$ cat src/sv/rpc_pkg.sv
// Shared constants, types and table functions of the rectangular/polar converter.
package rpc_pkg;

	localparam int CORDIC_STAGES = 16;
	localparam int FRACTION_BITS = 16;

	// x and y run as Q16.16 with this many guard bits below, in XW signed bits.
	localparam int GUARD_BITS = 16;
	localparam int XW = 50;

	localparam int DEG90_Q16 = 5898240;
	localparam int DEG180_Q16 = 11796480;
	localparam int DEG360_Q16 = 23592960;

	localparam longint Q_MAX = 64'sd2147483647;
	localparam longint Q_MIN = -64'sd2147483648;

	localparam logic [1:0] CMD_RECT = 2'd0;
	localparam logic [1:0] CMD_POLAR = 2'd1;

	// Per-item control that travels alongside the datapath.
	typedef struct packed {
		logic rotate;
		logic bad;
		logic zero;
		logic [31:0] first;
		logic [25:0] second;
	} side_t;

	// Arctangent of 2^-i in degrees, Q.24.
	localparam logic [31:0] ATAN_DEG_Q24 [32] = '{
		32'd754974720, 32'd445687602, 32'd235489088, 32'd119537938, 32'd60000934,
		32'd30029717, 32'd15018523, 32'd7509720, 32'd3754917, 32'd1877466,
		32'd938734, 32'd469367, 32'd234684, 32'd117342, 32'd58671, 32'd29335,
		32'd14668, 32'd7334, 32'd3667, 32'd1833, 32'd917, 32'd458, 32'd229,
		32'd115, 32'd57, 32'd29, 32'd14, 32'd7, 32'd4, 32'd2, 32'd1, 32'd0
	};

	// Arctangent step rounded half up to fb fraction bits.
	function automatic logic [31:0] atan_step(input int i, input int fb);
		logic [32:0] t;
		t = {1'b0, ATAN_DEG_Q24[i & 31]};
		if (fb < 24) begin
			t = (t + (33'd1 << (23 - fb))) >> (24 - fb);
		end
		return t[31:0];
	endfunction

	// Inverse CORDIC gain for n stages, unsigned Q.32.
	function automatic logic [31:0] gain_k(input int n);
		logic [63:0] g;
		int m;
		m = (n < 8) ? 8 : ((n > 32) ? 32 : n);
		g = 64'd2608131496;
		if (m <= 20) begin
			g = g + ((64'd1738754331 + (64'd1 << (2 * m - 1))) >> (2 * m));
		end
		return g[31:0];
	endfunction

endpackage

$ cat src/sv/rpc_gain.sv
// Gain correction, guard bit removal and Q16.16 saturation for one coordinate.
module rpc_gain #(
	parameter logic [31:0] K = 32'd2608131496
) (
	input  logic clk,
	input  logic en,
	input  logic signed [rpc_pkg::XW-1:0] v,
	output logic [31:0] result,
	output logic sat
);

	localparam int MW = rpc_pkg::XW - 1;
	localparam int PW = MW + 1;

	logic neg_s1;
	logic neg_s2;
	logic neg_s3;
	logic [MW-1:0] mag_s1;
	logic [63:0] plo_s2;
	logic [MW-1:0] phi_s2;
	logic [PW-1:0] p_s3;
	logic [64:0] lo_rnd;

	assign lo_rnd = {1'b0, plo_s2} + 65'h0_8000_0000;

	// Magnitude times K, split into a low and a high partial product.
	always_ff @(posedge clk) begin
		if (en) begin
			neg_s1 <= v[rpc_pkg::XW-1];
			mag_s1 <= MW'(v[rpc_pkg::XW-1] ? -v : v);
			neg_s2 <= neg_s1;
			plo_s2 <= mag_s1[31:0] * K;
			phi_s2 <= mag_s1[MW-1:32] * K;
			neg_s3 <= neg_s2;
			p_s3 <= PW'(phi_s2) + PW'(lo_rnd[64:32]);
		end
	end

	logic signed [PW:0] sv;
	logic signed [PW:0] dropped;

	always_comb begin
		sv = neg_s3 ? -$signed({1'b0, p_s3}) : $signed({1'b0, p_s3});
		dropped = (sv + (PW + 1)'(1 << (rpc_pkg::GUARD_BITS - 1))) >>> rpc_pkg::GUARD_BITS;
		if (dropped > rpc_pkg::Q_MAX) begin
			result = 32'h7FFF_FFFF;
			sat = 1'b1;
		end else if (dropped < rpc_pkg::Q_MIN) begin
			result = 32'h8000_0000;
			sat = 1'b1;
		end else begin
			result = dropped[31:0];
			sat = 1'b0;
		end
	end

endmodule

$ cat config.mk
export PLATFORM = sky130hd
export DESIGN_NAME = rpc_gain
export DESIGN_NICKNAME = d
export VERILOG_FILES = /design/src/sv/rpc_pkg.sv /design/src/sv/rpc_gain.sv
export SDC_FILE = /design/constraint.sdc
export NUM_CORES = 2
export LEC_CHECK = 0
export BUFFER_PORTS_ARGS = -buffer_cell sky130_fd_sc_hd__buf_4
export CORE_ASPECT_RATIO = 1.4
export CORE_MARGIN = 3
export CORE_UTILIZATION = 37
export DETAILED_ROUTE_END_ITERATION = 10
export GPL_ROUTABILITY_DRIVEN = 0
export PLACE_DENSITY = 0.55
export SYNTH_ARGS = -nofsm -noshare
export SYNTH_HDL_FRONTEND = slang
export SYNTH_SLANG_ARGS = --single-unit
$ cat constraint.sdc
create_clock -name clk -period 8.1 [get_ports clk]
set_input_delay 1.215 -clock clk [delete_from_list [all_inputs] [get_ports clk]]
set_output_delay 1.215 -clock clk [all_outputs]
set_load 0.1 [all_outputs]
== Word level (Yosys, flattened, before mapping) ==
Index checks and enable logic that the tools add are counted.

* Register bits after elaboration: 209
* Latch bits: 0
* Memory bits (writable): 0
* Bits in read-only memories: 0
* Input bits: 52
* Output and inout bits: 33
* Word-level logic and storage cells: 22
* Memories: 0

* $add $sub $neg: 5
* Multipliers: 2
* Divide/modulo/power cells: 0
* Order comparisons: 2
* Equal/unequal tests: 0
* Shift operators: 0
* Multiplexer cells: 6
* Bitwise operators: 0
* Reductions and logical operators: 0

{| class="wikitable"
|+ Operators by type and width
! cell !! count
|-
| adder 64 x 32 -> 65 bit, second input constant || 1
|-
| two-way mux 32 bit || 2
|-
| multiplier 32 x 29 -> 61 bit, second input constant || 1
|-
| adder 51 x 17 -> 51 bit, second input constant || 1
|-
| two-way mux 51 bit || 1
|-
| negation 50 -> 51 bit || 1
|-
| adder 49 x 33 -> 50 bit || 1
|-
| two-way mux 49 bit || 1
|-
| negation 49 bit || 1
|-
| multiplier 17 x 29 -> 46 bit, second input constant || 1
|-
| > comparator 35 x 32 -> 1 bit, second input constant || 1
|-
| less-than comparator 35 x 32 -> 1 bit, second input constant || 1
|-
| two-way mux 1 bit || 2
|}

== Longest topological paths before layout ==
* Depth after elaboration: 6
* Depth in mapped cells: 25
* Gate-level depth less buffers: 25

== Least setup slack after synthesis ==
OpenSTA, ideal clock, no wires.

* Kind: reg-to-reg
* From: register mag_s1[13]
* To: register plo_s2[63] (data pin)
* Library setup time: 0.260 ns
* Arrival time: 7.209 ns
* Data required time: 7.840 ns
* Slack: 0.631 ns
* Stages on the path, launching flop included: 26
* Path buffers: 0
* Period minus slack after synthesis: 7.469 ns
* Cell sequence: edfxtp_1 > inv_1 > fa_1 > fa_1 > inv_1 > fa_1 > inv_1 > fa_1 > inv_1 > fa_1 > fa_1 > fa_1 > inv_1 > fa_1 > inv_1 > ha_1 > nand2_1 > or4_1 > a221o_1 > a31oi_1 > o211ai_1 > a311oi_1 > o21a_1 > a221o_1 > a21oi_1 > xnor2_1

* Longest elaborated chain between the ends: 1

{| class="wikitable"
|+ RTL lines
! item !! line !! source
|-
| start, declared || rpc_gain.sv:18 || <nowiki>logic [MW-1:0] mag_s1;</nowiki>
|-
| start signal, assigned || rpc_gain.sv:30 || <nowiki>mag_s1 <= MW'(v[rpc_pkg::XW-1] ? -v : v);</nowiki>
|-
| multiplier 32 x 29 -> 61 bit || rpc_gain.sv:32 || <nowiki>plo_s2 <= mag_s1[31:0] * K;</nowiki>
|-
| end signal, assigned || rpc_gain.sv:32 ||
|-
| end, declared || rpc_gain.sv:19 || <nowiki>logic [63:0] plo_s2;</nowiki>
|}

No other way between the ends.
A chain may end at the register's enable or synchronous reset.

== Final worst setup path ==
* From: register mag_s1[14]
* To: register plo_s2[63] (data pin)

Same word-level chain as after synthesis.

==> summary.md <==
| Metric | Value |
|---|---|
| DRT Pass-1 Iters | `7` |
| Crit path launch | `mag_s1[14]` |
| Clk slew on worst S/H paths | `0.11 ns` |
| Period utilization | `97.7%` |
| Largest net degree at the start of global routing | `86` |
| Top delay family on crit path | `adder cells` |
| Worst path max stage delay | `0.63 ns` |
| Share of cells above drive strength 1 | `5.67%` |
| Gr usage total | `20.4%` |
| Non-filler cells, final | `4953` |
| Final cell utilization of the core | `40.8%` |
| Commonest non-fill, non-tap cell in the layout | `inv_1` |
| EDFF count, synth | `181` |
| Via Count | `24600` |
| Final WL | `101000 microns` |
| Die Span Y | `378 microns` |
| Worst-margin pin slew | `0.891 ns` |
| Top-area cell type share of the netlist area | `35.9%` |
| Period minus WS final | `7.91 ns` |
| IO Pins | `85` |
| Slew HR | `40.6%` |
| DRC viols | `0` |
| DP Cell Count | `4917` |
| Post-Synthesis Cells | `3515` |
| Status | `complete, no violations` |
| Cts hold-fix bufs | `0` |
| Clk_skew | `0.0371 ns` |
| Total CTS buffers | `17` |
| Final hold violation count | `0` |
| Worst setup SP type | `flop` |
| Placement row count | `135` |
| DRT antenna net count | `0` |
| GRT overflow | `0` |
| H-tree lvl count | `4` |
| Yosys Warn Count | `0` |
| Max Root-Sink Buffers | `2` |
| Synthesized flop and latch total | `181` |
| Syn nets | `4766` |
| Synth cell types | `76` |
| Top cells by area, synth | `fa_1 36%, ha_1 19%, edfxtp_1 15%` |
| TritonCTS clock tree | `built` |
| Top FF cell, synth | `edfxtp_1` |
| Synthesized area per cell | `10.4 sq um` |
| Fin. max-slew vios | `0` |
| Core area | `97300 sq um` |
| Nets | `4890` |
| Worst Path Buf+Inv | `6` |
| Critical path endpoint category | `flop` |
| RSZ-0062 raised after global routing | `true` |
| Vias in the first global route | `26900` |
| Layout fillers | `9597` |
| Worst EP arrival | `8.13 ns` |
| Initial antenna violation count | `2` |
| First-pass GRT wire length | `158000 microns` |
| Area leader, netlist | `fa_1` |
| DP Area | `39100 sq um` |
| WP data required | `8.32 ns` |
| Crit-path slowest cell | `edfxtp_1` |
| Post-route cell area | `39700 sq um` |
| Crit Path Max Fanout | `5` |
| CP most frequent cell | `fa_1` |
| Post-synthesis sequential area ratio | `14.9%` |
| Final setup violation count | `0` |
| Post-DP HPWL | `91100 microns` |
| Async set-reset flop share out of synthesis | `0%` |
| Root buffer cell | `clkbuf_16` |
| Initial DRC Count | `1062` |
| # diodes | `0` |
| Worst Hold Class | `reg2reg` |
| Origin of the critical flop-to-flop path | `mag_s1[14]` |
| Reg2reg setup slack | `0.19 ns` |
| Area Growth Syn to Fin | `8.64%` |
| Max cap viols | `0` |
| Starting Density | `37.6%` |
| Hold Startpoint | `neg_s2` |
| Drt via density | `4.97` |
| Cell Area, Synth | `36600 sq um` |
| Die ar. | `103000 sq um` |
| Die Wd | `272 microns` |
| Sink Count | `181` |
| Fmax | `0.126 GHz` |
| WL per Instance | `20.5 microns` |
| Worst-Skew Late Latency | `0.50 ns` |
| Most frequent cells in the layout | `920 x inv_1, 656 x fa_1, 543 x ha_1` |
| Crit Path Class | `reg2reg` |
| Port Buffers | `84` |
[worst paths after layout]
path | cells past startpoint | to
max | 25 | plo_s2[63]
min | 0 | neg_s3
max reg2reg | 25 | plo_s2[63]
min reg2reg | 0 | neg_s3
[metrics by stage]
step	TNS, ns	hold WS (ns)	setup WS, ns
6_report	0	0.422	0.190
3_5_place_dp	0	0.407	0.162
3_3_place_gp	0	0.407	0.228
2_1_floorplan	0	0.400	0.631
4_1_cts	0	0.424	0.110
5_1_grt	-0.0559	0.435	-0.0559
[synthesized netlist by cell type (all sizes together), types with 20 or more instances]
library cell,count
o31ai,20
fa,656
nand3,53
nor3,34
clkbuf,33
xor2,63
or3,23
and3,34
edfxtp,181
xnor2,178
ha,543
nor2,102
a21o,61
nand2b,27
a21oi,104
o21ai,101
nand2,107
inv,926
[per-layer routing]
layer	GRT usage [%]	part of all wire (%)
met5	0	0.012
met4	9.99	5.6
met3	1.80	2.3
met2	38.5	54
met1	23.0	38
[final cells by class]
type / instances / area (sq um) / area share, %
clock buffer: 19 / 433 / 1.09
clock inverter: 13 / 140 / 0.353
inverter: 926 / 3480 / 8.76
multi-input combinational: 2372 / 27500 / 69.3
sequential: 181 / 5440 / 13.7
tap: 1301 / 1630 / 4.10
timing repair buffer: 141 / 1060 / 2.68
[logic make-up (layout without fill, tap and decap cells)]
family / after synthesis / in the layout / synth area share [%]
adders and majority gates: 1200 / 1200 / 54.5
buffers and inverters: 962 / 1099 / 9.88
and+or+nand+nor: 492 / 492 / 7.05
AOI/OAI and AO/OA: 437 / 437 / 7.83
xor gates and xnor gates: 241 / 241 / 5.77
DFF: 181 / 181 / 14.9
muxes: 2 / 2 / 0.0548
[registers in the layout (all words and copies together) (netlist names)]
name / cells
mag_s1: 49
neg_s1: 1
neg_s2: 1
neg_s3: 1
p_s3: 50
phi_s2: 46
plo_s2: 33
[timing repair]
action,in CTS,in global routing
gates resized for setup,0,9
endpoints found under the setup margin,0,9
setup buffers,0,4
Power is not shown: default switching activity piles up to over one toggle a cycle in this logic, so the estimate is an artifact.
