==> src/sv/rpc_pkg.sv <==
// Shared constants, types and table functions of the rectangular/polar converter.
package rpc_pkg;

	localparam int CORDIC_STAGES = 16;
	localparam int FRACTION_BITS = 16;

	// x and y run as Q16.16 with this many guard bits below, in XW signed bits.
	localparam int GUARD_BITS = 16;
	localparam int XW = 50;

	localparam int DEG90_Q16 = 5898240;
	localparam int DEG180_Q16 = 11796480;
	localparam int DEG360_Q16 = 23592960;

	localparam longint Q_MAX = 64'sd2147483647;
	localparam longint Q_MIN = -64'sd2147483648;

	localparam logic [1:0] CMD_RECT = 2'd0;
	localparam logic [1:0] CMD_POLAR = 2'd1;

	// Per-item control that travels alongside the datapath.
	typedef struct packed {
		logic rotate;
		logic bad;
		logic zero;
		logic [31:0] first;
		logic [25:0] second;
	} side_t;

	// Arctangent of 2^-i in degrees, Q.24.
	localparam logic [31:0] ATAN_DEG_Q24 [32] = '{
		32'd754974720, 32'd445687602, 32'd235489088, 32'd119537938, 32'd60000934,
		32'd30029717, 32'd15018523, 32'd7509720, 32'd3754917, 32'd1877466,
		32'd938734, 32'd469367, 32'd234684, 32'd117342, 32'd58671, 32'd29335,
		32'd14668, 32'd7334, 32'd3667, 32'd1833, 32'd917, 32'd458, 32'd229,
		32'd115, 32'd57, 32'd29, 32'd14, 32'd7, 32'd4, 32'd2, 32'd1, 32'd0
	};

	// Arctangent step rounded half up to fb fraction bits.
	function automatic logic [31:0] atan_step(input int i, input int fb);
		logic [32:0] t;
		t = {1'b0, ATAN_DEG_Q24[i & 31]};
		if (fb < 24) begin
			t = (t + (33'd1 << (23 - fb))) >> (24 - fb);
		end
		return t[31:0];
	endfunction

	// Inverse CORDIC gain for n stages, unsigned Q.32.
	function automatic logic [31:0] gain_k(input int n);
		logic [63:0] g;
		int m;
		m = (n < 8) ? 8 : ((n > 32) ? 32 : n);
		g = 64'd2608131496;
		if (m <= 20) begin
			g = g + ((64'd1738754331 + (64'd1 << (2 * m - 1))) >> (2 * m));
		end
		return g[31:0];
	endfunction

endpackage

==> src/sv/rpc_prep.sv <==
// Input conditioning: angle range reduction, quadrant folding and CORDIC start values.
module rpc_prep #(
	parameter int FB = rpc_pkg::FRACTION_BITS,
	parameter int ZW = rpc_pkg::FRACTION_BITS + 10
) (
	input  logic clk,
	input  logic arst_n,
	input  logic en,
	input  logic item_valid,
	input  logic [1:0] command,
	input  logic signed [31:0] first_value,
	input  logic signed [25:0] second_value,
	output logic valid_s2,
	output rpc_pkg::side_t side_s2,
	output logic signed [rpc_pkg::XW-1:0] x_s2,
	output logic signed [rpc_pkg::XW-1:0] y_s2,
	output logic signed [ZW-1:0] z_s2
);

	localparam int XW = rpc_pkg::XW;
	localparam int AW = 36;
	localparam int UP = (FB >= 16) ? FB - 16 : 0;
	localparam int DN = (FB < 16) ? 16 - FB : 0;
	localparam int RND = (DN > 0) ? (1 << (DN - 1)) : 0;

	// Degrees Q16.16 to the accumulator format, rounded half up.
	function automatic logic signed [ZW-1:0] angle_in(input logic signed [25:0] a);
		logic signed [AW-1:0] w;
		w = AW'(a);
		w = ((w <<< UP) + AW'(RND)) >>> DN;
		return ZW'(w);
	endfunction

	logic valid_s1;
	rpc_pkg::side_t side_s1;
	logic signed [25:0] a_s1;

	logic signed [26:0] a_in;
	logic signed [26:0] a_red;
	rpc_pkg::side_t side_d;

	always_comb begin
		a_in = 27'(second_value);
		// One turn is enough: the field spans less than 540 degrees either way.
		if (a_in > 27'(rpc_pkg::DEG180_Q16)) begin
			a_red = a_in - 27'(rpc_pkg::DEG360_Q16);
		end else if (a_in <= -27'(rpc_pkg::DEG180_Q16)) begin
			a_red = a_in + 27'(rpc_pkg::DEG360_Q16);
		end else begin
			a_red = a_in;
		end
		side_d.rotate = (command == rpc_pkg::CMD_POLAR);
		side_d.bad = (command != rpc_pkg::CMD_RECT) && (command != rpc_pkg::CMD_POLAR);
		side_d.zero = (first_value == 32'sd0) && (second_value == 26'sd0);
		side_d.first = first_value;
		side_d.second = second_value;
	end

	always_ff @(posedge clk or negedge arst_n) begin
		if (!arst_n) begin
			valid_s1 <= 1'b0;
			valid_s2 <= 1'b0;
		end else if (en) begin
			valid_s1 <= item_valid;
			valid_s2 <= valid_s1;
		end
	end

	always_ff @(posedge clk) begin
		if (en) begin
			side_s1 <= side_d;
			a_s1 <= 26'(a_red);
		end
	end

	logic signed [26:0] a_fold;
	logic flip;
	logic signed [XW-1:0] p1;
	logic signed [XW-1:0] p2;
	logic signed [XW-1:0] x_d;
	logic signed [XW-1:0] y_d;
	logic signed [ZW-1:0] z_d;

	always_comb begin
		p1 = XW'($signed(side_s1.first));
		p2 = XW'($signed(side_s1.second));
		a_fold = 27'(a_s1);
		flip = 1'b0;
		// Angles beyond a quarter turn rotate by half a turn and negate the radius.
		if (a_fold > 27'(rpc_pkg::DEG90_Q16)) begin
			a_fold = a_fold - 27'(rpc_pkg::DEG180_Q16);
			flip = 1'b1;
		end else if (a_fold < -27'(rpc_pkg::DEG90_Q16)) begin
			a_fold = a_fold + 27'(rpc_pkg::DEG180_Q16);
			flip = 1'b1;
		end
		if (side_s1.rotate) begin
			x_d = (flip ? -p1 : p1) <<< rpc_pkg::GUARD_BITS;
			y_d = '0;
			z_d = angle_in(26'(a_fold));
		end else if (p1 < 0) begin
			// Vectors in the left half plane start half a turn around.
			x_d = (-p1) <<< rpc_pkg::GUARD_BITS;
			y_d = (-p2) <<< rpc_pkg::GUARD_BITS;
			z_d = (p2 >= 0) ? angle_in(26'(rpc_pkg::DEG180_Q16))
				: angle_in(-26'(rpc_pkg::DEG180_Q16));
		end else begin
			x_d = p1 <<< rpc_pkg::GUARD_BITS;
			y_d = p2 <<< rpc_pkg::GUARD_BITS;
			z_d = '0;
		end
	end

	always_ff @(posedge clk) begin
		if (en) begin
			side_s2 <= side_s1;
			x_s2 <= x_d;
			y_s2 <= y_d;
			z_s2 <= z_d;
		end
	end

endmodule

==> config.mk <==
export PLATFORM = sky130hd
export DESIGN_NAME = rpc_prep
export DESIGN_NICKNAME = d
export VERILOG_FILES = /design/src/sv/rpc_pkg.sv /design/src/sv/rpc_prep.sv
export SDC_FILE = /design/constraint.sdc
export NUM_CORES = 1
export LEC_CHECK = 0
export ABC_AREA = 1
export BUFFER_PORTS_ARGS = -buffer_cell sky130_fd_sc_hd__buf_2
export CAP_MARGIN = 40
export CORE_UTILIZATION = 35
export DETAILED_ROUTE_END_ITERATION = 8
export PLACE_DENSITY = 0.56
export SETUP_SLACK_MARGIN = 0.2
export SLEW_MARGIN = 10
export SYNTH_ARGS = -nofsm -noshare
export SYNTH_HDL_FRONTEND = slang
export SYNTH_SLANG_ARGS = --single-unit
==> constraint.sdc <==
create_clock -name clk -period 3.2 [get_ports clk]
set_clock_uncertainty 0.2 [all_clocks]
set_input_delay 0.32 -clock clk [delete_from_list [all_inputs] [get_ports clk]]
set_output_delay 0.32 -clock clk [all_outputs]
set_load 0.005 [all_outputs]
Yosys cells after proc, flatten, opt, wreduce, memory -nomap -nowiden
Cells that the tools add are included.

cells by class
  $add $sub $neg = 6
  order comparisons = 6
  equality and inequality tests = 2
  mux-type cells = 13
  reduce and logical (&&, ||, !) cells = 5

operators by type and width
  kind                                                          count
  two-way mux 26 bit                                            7
  two-way mux 50 bit                                            3
  two-way mux 34 bit                                            1
  negator 26 -> 34 bit                                          1
  negator 32 -> 34 bit                                          1
  logical NOT 32 bit                                            1
  less-than comparator 32 x 1 -> 1 bit, second input constant   1
  adder 26 x 25 -> 26 bit, second input constant                1
  adder 26 bit, second input constant                           1
  >= comparator 26 x 1 -> 1 bit, second input constant          1
  > comparator 26 x 24 -> 1 bit, second input constant          1
  > comparator 26 x 25 -> 1 bit, second input constant          1
  <= comparator 26 x 25 -> 1 bit, second input constant         1
  logical NOT 26 bit                                            1
  less-than comparator 26 x 24 -> 1 bit, second input constant  1
  subtractor 26 x 25 -> 26 bit, second input constant           1
  subtractor 26 bit, second input constant                      1
  equality test 2 x 1 -> 1 bit, second input constant           1
  logical AND 1 bit                                             2
  two-way mux 1 bit                                             2
  inequality test 2 x 1 -> 1 bit, second input constant         1
  nonzero test 2 bit                                            1

word-level totals
  flip-flop bits (word level) = 276
  word-level logic and storage cells = 49

Logic depth before layout (Yosys ltp)
Gate-level depths: netlist (run 1).

  word-level depth = 5
  mapped depth = 14
  mapped depth without buffers = 14

Worst setup path after synthesis (run 1)
OpenSTA, ideal clock, no wires.

  path type = flip-flop to flip-flop
  start point = reg side_s1, in the netlist p2[0]
  end point = reg z_s2[20], data pin
  setup time = 131 ps
  data arrival time = 2033 ps
  path slack = 836 ps
  stages on the path, launching flop included = 13
  path buffers = 0
  period minus slack after synthesis = 2364 ps
  path through = edfxtp_1 -> inv_1 -> ha_1 -> nand2_1 -> nor2_2 -> nand2_1 -> nor2_2 -> nand2_1 -> nor4_1 -> nand3_1 -> ha_1 -> or2_2 -> nand2_1

between the ends
  longest elaborated chain between the ends = 4

ends and longest elaborated chain
  what                           line             text
  start: declaration             rpc_prep.sv:35   rpc_pkg::side_t side_s1;
  start signal: assignment       rpc_prep.sv:71   side_s1 <= side_d;
  >= comparator 26 x 1 -> 1 bit  rpc_prep.sv:105  z_d = (p2 >= 0) ? angle_in(26'(rpc_pkg::DEG180_Q16))
  two-way mux 26 bit             rpc_prep.sv:105
  two-way mux 26 bit             rpc_prep.sv:101  end else if (p1 < 0) begin
  two-way mux 26 bit             rpc_prep.sv:97   if (side_s1.rotate) begin
  named net z_d[20]              rpc_prep.sv:82   logic signed [ZW-1:0] z_d;
  end signal: assignment         rpc_prep.sv:119  z_s2 <= z_d;
  end: declaration               rpc_prep.sv:17   output logic signed [ZW-1:0] z_s2

The timed path passes the listed nets, and every way through them passes these cells.
A chain may end at the register's enable or synchronous reset.

Worst setup path in the final report (run 1)
Ends and elaborated chain as after synthesis.

==> reports/metrics.yaml, run 1 <==
outcome:
  outcome: "complete, no violations"
drt:
  avgViaCountPerCell: 4.87
  drt_pre_antenna_iters: 6
  wire_per_inst_um: 16.2
  wl_mm: 30.5
  vias: 9205
  ant_nets: 0
  drc: 0
  drt_iter0_drc: 600
clock_tree:
  cts_buffer_depth: 3
  root_buffer: "clkbuf_16"
  clk-insertion-delay-late_ps: 520
  cts_sinks: 224
  cts_setup_buffers: 0
  tritoncts: "built"
  cts.clk_slew.worst_paths_ps: 60
  h-tree-depth: 1
  cts_inserted_buffers: 24
worst_hold_path:
  hp-class: "input port to register"
  worstHoldStart: "en"
global_routing:
  track_usage: 0.186
  grt_pass1_vias: 8887
  grt_overflow: 0
  antenna_found_initial: 1
  grt_max_degree: 78
  grt_pass1_wl_mm: 48.4
timing:
  drv_slew: 0
  hold_viol: 0
  hold-worst-slack_ps: 67.4
  worst_slew_pin_slew_ps: 627
  period_share: 0.839
  finalSetupTns_ps: 0
  period_needed_ps: 2680
  fmax_mhz: 373
  finalSetupViolations: 0
  rsz0062_at_grt: "no"
  max_slew_margin: 0.582
logic_synthesis:
  netlist_instances: 1190
  synthDistinctLibCells: 41
  syn-cell-area_sq_um: 11300
  synth_seq_area_share: 0.594
  ys.warnings.count: 0
  synth_top_area_frac: 0.589
  yosysTopAreaCell: "edfxtp_1"
  synth.avg_cell_area_sq_um: 9.50
  synth_area_leaders: "edfxtp_1 59%, nand2_1 10%, nand3_1 5.3%"
  ys_seq_elements: 224
power:
  peakVddDrop_mv: 0.352
  p_leak_nw: 6.16
  power_density_nw_per_um2: 538
  p_total_mw: 7.63
placed_design:
  detailed_place.area_sq_um: 12700
  hpwl_mm: 21.3
  dpl.cell_count: 1784
  numPortBuffers: 219
  globalplace.congestion: 0.866
die:
  rows: 65
  start_util: 0.357
  die_width_um: 182
  dieHeight_um: 182
  io_pins: 252
  dieArea_sq_um: 33000
  core_area_sq_um: 31600
finish:
  fin_area_sq_um: 14200
  num_antenna_cells: 0
  drive_above_1_share: 0.201
  nets: 1547
  finalNonFillerCells: 1891
  area_growth_pct: 25.3
worst_setup_path:
  r2r_start: "p2[0]"
  crit_type: "register to register"
  cp.required_ps: 3390
  crit_fanout: 6
  end_kind: "register"
  worstPathArrival_ps: 2880
  crit_start: "p2[0]"
  cp-start-kind: "register"
flow_run:
  maxCapViolations: 0
[metrics by stage]
stage | utilization | setup WS, ps
2_1_floorplan | - | 836
3_3_place_gp | 0.402 | 518
3_5_place_dp | 0.403 | 413
4_1_cts | 0.448 | 394
5_1_grt | 0.448 | 272
6_report | 0.448 | 515
[area by class of cell]
| type | count | area (sq um) |
|---|---|---|
| Timing Repair Buffer | 301 | 1920 |
| Tap cell | 402 | 503 |
| Clock inverter | 13 | 163 |
| Multi-Input combinational cell | 807 | 3810 |
| Clock buffer | 31 | 627 |
| Sequential cell | 224 | 6720 |
| Inverter | 113 | 427 |
| Fill cell | 3050 | 17500 |
[logic make-up after synthesis]
logic type	count (synthesis)	share of synthesized area
XOR/XNOR	27	0.0209
other	1	0.000332
flip-flops	224	0.594
buffers and inverters	190	0.0801
AO/OA/AOI/OAI	116	0.0570
AND/OR/NAND/NOR	620	0.235
adder cells (fa/ha/maj)	12	0.0133
[registers in the layout (all words and copies together), names as in the netlist]
| signal | cells |
|---|---|
| p1 | 32 |
| z_s2 | 26 |
| p2 | 26 |
| valid_s2 | 1 |
| x_s2 | 33 |
| valid_s1 | 1 |
| side_s1 | 3 |
| side_s2 | 61 |
| a_s1 | 7 |
| y_s2 | 34 |
[synth_stat cells (all sizes together)]
| library cell | instances |
|---|---|
| and3 | 2 |
| nor3 | 16 |
| xor2 | 25 |
| o21a | 1 |
| nand3 | 121 |
| nand4 | 12 |
| inv | 112 |
| a21oi | 49 |
| clkinv | 1 |
| o21ai | 49 |
| nor3b | 1 |
| clkbuf | 19 |
| conb | 1 |
| nand2 | 320 |
| nor2 | 123 |
| or3 | 1 |
| nand3b | 8 |
| xnor2 | 2 |
| o21bai | 1 |
| ha | 12 |
| nor4 | 12 |
| buf | 58 |
| or2 | 4 |
| o211ai | 16 |
| edfxtp | 222 |
| dfrtp | 2 |
[final timing paths]
kind                                to  cells after the start  slack (ps)
hold / removal                valid_s1                      3          70
setup / recovery              z_s2[20]                     12         520
max in group asynchronous     valid_s1                      3        2220
setup reg to reg              z_s2[20]                     12         520
hold reg to reg            side_s2[58]                      0         230
min in group asynchronous     valid_s2                      3         450
[placed cells by master (no fill, tap or decap), types with 8 or more instances in the layout]
cell	n
a21oi_1	48
buf_2	218
buf_4	16
clkbuf_16	24
conb_1	32
dlygate4sd3_1	63
edfxtp_1	222
ha_1	12
inv_1	107
nand2_1	316
nand3_1	120
nand3b_1	8
nand4_1	12
nor2_1	114
nor3_1	16
nor4_1	11
o211ai_1	16
o21ai_0	46
xor2_1	25
[layer usage]
layer	part of all wire	track usage	vias to the layer above
met4	0.018	0.0441	0
met1	0.46	0.262	4310
met3	0.070	0.0329	38
li1	-	-	4519
met5	0	0	-
met2	0.46	0.297	338
[report_power, final]
part           leakage (nW)  total (mW)  internal, mW  switching (mW)
Sequential             2.23        3.70          3.54           0.165
Clock                 0.380        2.79          1.64            1.15
Combinational          3.56        1.14         0.433           0.705
[critical path: stages, from the launching register on]
cell and delay, ps:
edfxtp_1 410, inv_1 120, ha_1 190, nand2_1 140, nor2_4 180, nand2_1 110
nor2_2 180, nand2_1 130, nor4_2 150, nand3_1 110, ha_1 230, or2_2 330
nand2_1 80
[timing repair]
item / 4_1_cts / 5_1_grt
setup endpoints to repair: 0 / 8
hold buffers: 63 / 0
resized for setup: 0 / 2
hold endpoints to repair: 63 / 0
Power figures use the tool's default switching activity.
==> run 2, diff against run 1 <==
--- a/config.mk
+++ b/config.mk
@@ -10,7 +10,7 @@
 export CAP_MARGIN = 40
 export CORE_UTILIZATION = 35
 export DETAILED_ROUTE_END_ITERATION = 8
-export PLACE_DENSITY = 0.56
+export PLACE_DENSITY = 0.58
 export SETUP_SLACK_MARGIN = 0.2
 export SLEW_MARGIN = 10
 export SYNTH_ARGS = -nofsm -noshare
==> constraint.sdc (replaced) <==
create_clock -name clk -period 2.33 [get_ports clk]
set_clock_uncertainty 0.2 [all_clocks]
set_input_delay 0.233 -clock clk [delete_from_list [all_inputs] [get_ports clk]]
set_output_delay 0.233 -clock clk [all_outputs]
set_load 0.005 [all_outputs]
==> run 2 against run 1 <==
  * Wire length rose by 7.1%
  * Via count rose by 6.0%
  * Clock power rose by 32%
  * Worst hold slack improved by 150 ps
  * Utilization rose by 4.3 points
  * Critical path depth rose by 3
  * Critical endpoint is now x_s2[48]
  * Largest power group unchanged
==> reports/metrics.yaml, run 2 (synthesis gave the netlist of run 1 again) <==
global_routing:
  grt_pass1_vias: 9063  # +2.0%
  track_usage: 0.193  # +0.00716
  antenna_found_initial: 0  # -1
  grt_overflow: 0  # unchanged
  grt_max_degree: 87  # +12%
  grt_pass1_wl_mm: 49.8  # +2.9%
timing:
  worst_slew_pin_slew_ps: 503  # -124 ps
  period_share: 0.964  # +0.125
  fmax_mhz: 445  # +20%
  timing.final.ws_setup_ps: 84.9  # -431 ps
  hold_viol: 0  # unchanged
  finalSetupViolations: 0  # unchanged
  max_slew_margin: 0.661  # +0.0797
  drv_slew: 0  # unchanged
  period_needed_ps: 2250  # -439 ps
  rsz0062_at_grt: "yes"
finish:
  largest_register_ffs: 61  # unchanged
  nets: 1663  # +7.5%
  drive_above_1_share: 0.305  # +0.104
  final_common_cell: "nand2_1"
  top_regs: "side_s2: 61 flops, y_s2: 34 flops, x_s2: 33 flops"
  final_cell_mix: "291 x nand2_1, 222 x edfxtp_1, 218 x buf_2"
  area_growth_pct: 37.4
  post-route-util: 0.491  # +0.0430
  top_register: "side_s2"
  num_antenna_cells: 0  # unchanged
worst_setup_path:
  crit_fanout: 8  # +2
  cp_num_buf_inv: 5  # +4
  path_delay_family: "buffers and inverters"
  crit_slowest_cell: "edfxtp_1"
  cpMostUsedCell: "nand2_1"
  cp-start-kind: "register"
  end_kind: "register"
  worstPathArrival_ps: 2330  # -550 ps
  cpPeakStageDelay_ps: 410  # about the same
  crit_type: "register to register"
  cp.required_ps: 2420  # -970 ps
  worstPathCellList: "inv_2 -> ha_4 -> nand2_4 -> buf_6 -> nor2_4 -> nand2_2 -> nor2_4 -> buf_6 -> o21ai_4 -> buf_12 -> buf_8 -> nand2_1 -> nand2_1 -> nand2_1 -> nand2_1"
clock_tree:
  h-tree-depth: 1  # unchanged
  clk-insertion-delay-late_ps: 530  # about the same
  cts.clk_slew.worst_paths_ps: 60  # about the same
  cts_inserted_buffers: 25  # +4.2%
  cts_buffer_depth: 3  # unchanged
  tritoncts: "built"
  cts_sinks: 224  # unchanged
  root_buffer: "clkbuf_16"
power:
  peakVddDrop_mv: 0.536  # +52%
  power_density_nw_per_um2: 690  # +28%
  p_leak_nw: 6.84  # +11%
die:
  rows: 65  # unchanged
  core_area_sq_um: 31600  # unchanged
  die_width_um: 182  # unchanged
  start_util: 0.357  # unchanged
  dieArea_sq_um: 33000  # unchanged
  io_pins: 252  # unchanged
  dieHeight_um: 182  # unchanged
placed_design:
  globalplace.congestion: 0.874  # +0.96%
  numPortBuffers: 219  # unchanged
  pre_cts_slack_ps: -66.8  # -480 ps
  hpwl_mm: 22.4  # +5.1%
drt:
  vias: 9759  # +6.0%
  drc: 0  # unchanged
  ant_nets: 0  # unchanged
  avgViaCountPerCell: 4.87  # about the same
  drt_iter0_drc: 748  # +25%
  wire_per_inst_um: 16.3  # +1.0%
  wl_mm: 32.7  # +7.1%
  drt_pre_antenna_iters: 5  # -1
worst_hold_path:
  hp-class: "register to register"
flow_run:
  maxCapViolations: 0  # unchanged
outcome:
  outcome: "complete, no violations"
-- run 2: timing repair --
item                                    CTS  global route
buffers inserted                         26            12
endpoints found under the setup margin   46            62
pin swaps                                16            19
gates resized for setup                  40            58
cloned                                    2             1
endpoints found under the hold margin   107             0
hold buffers                             64             0
-- run 2: through the flow --
step	TNS, ps	cells	power, mW	instance area [sq um]	hold WS (ps)
after CTS	0	1992	10.8	15300	210
after global placement	0	1857	6.83	13500	-182
after detailed placement	-368	1857	6.86	13500	-176
after floorplan	0	1221	6.02	11500	-263
after global routing	-14.4	2005	11.2	15500	216
final	0	2005	10.7	15500	213
-- run 2: cell type report --
class,count,area (sq um)
clock inverters,13,113
multi-input cells,807,4160
well taps,402,503
flip-flops and latches,224,6720
repair buffers,416,2970
inverters,113,427
fillers,2882,16100
clock buffers,30,644
-- run 2: final timing paths --
path                                  start           to  slack (ps)  cells after the start
max in group asynchronous            arst_n     valid_s1        1430                      3
worst max-delay path                  p2[1]     x_s2[48]          80                     15
min in group asynchronous            arst_n     valid_s2         370                      3
worst min register to register  side_s1[59]  side_s2[59]         210                      0
worst max register to register        p2[1]     x_s2[48]          80                     15
worst min-delay path            side_s1[59]  side_s2[59]         210                      0
-- run 2: power breakdown --
part / switching [mW] / internal (mW)
logic: 1.12 / 0.865
clock network: 1.59 / 2.09
registers: 0.203 / 4.86
-- run 2: metal layers --
layer | routed length (um) | global-route usage | vias up
met1 | 14800 | 0.274 | 4577
met3 | 2080 | 0.0241 | 43
li1 | - | - | 4763
met5 | 0 | 0 | -
met2 | 15000 | 0.306 | 376
met4 | 793 | 0.0620 | 0
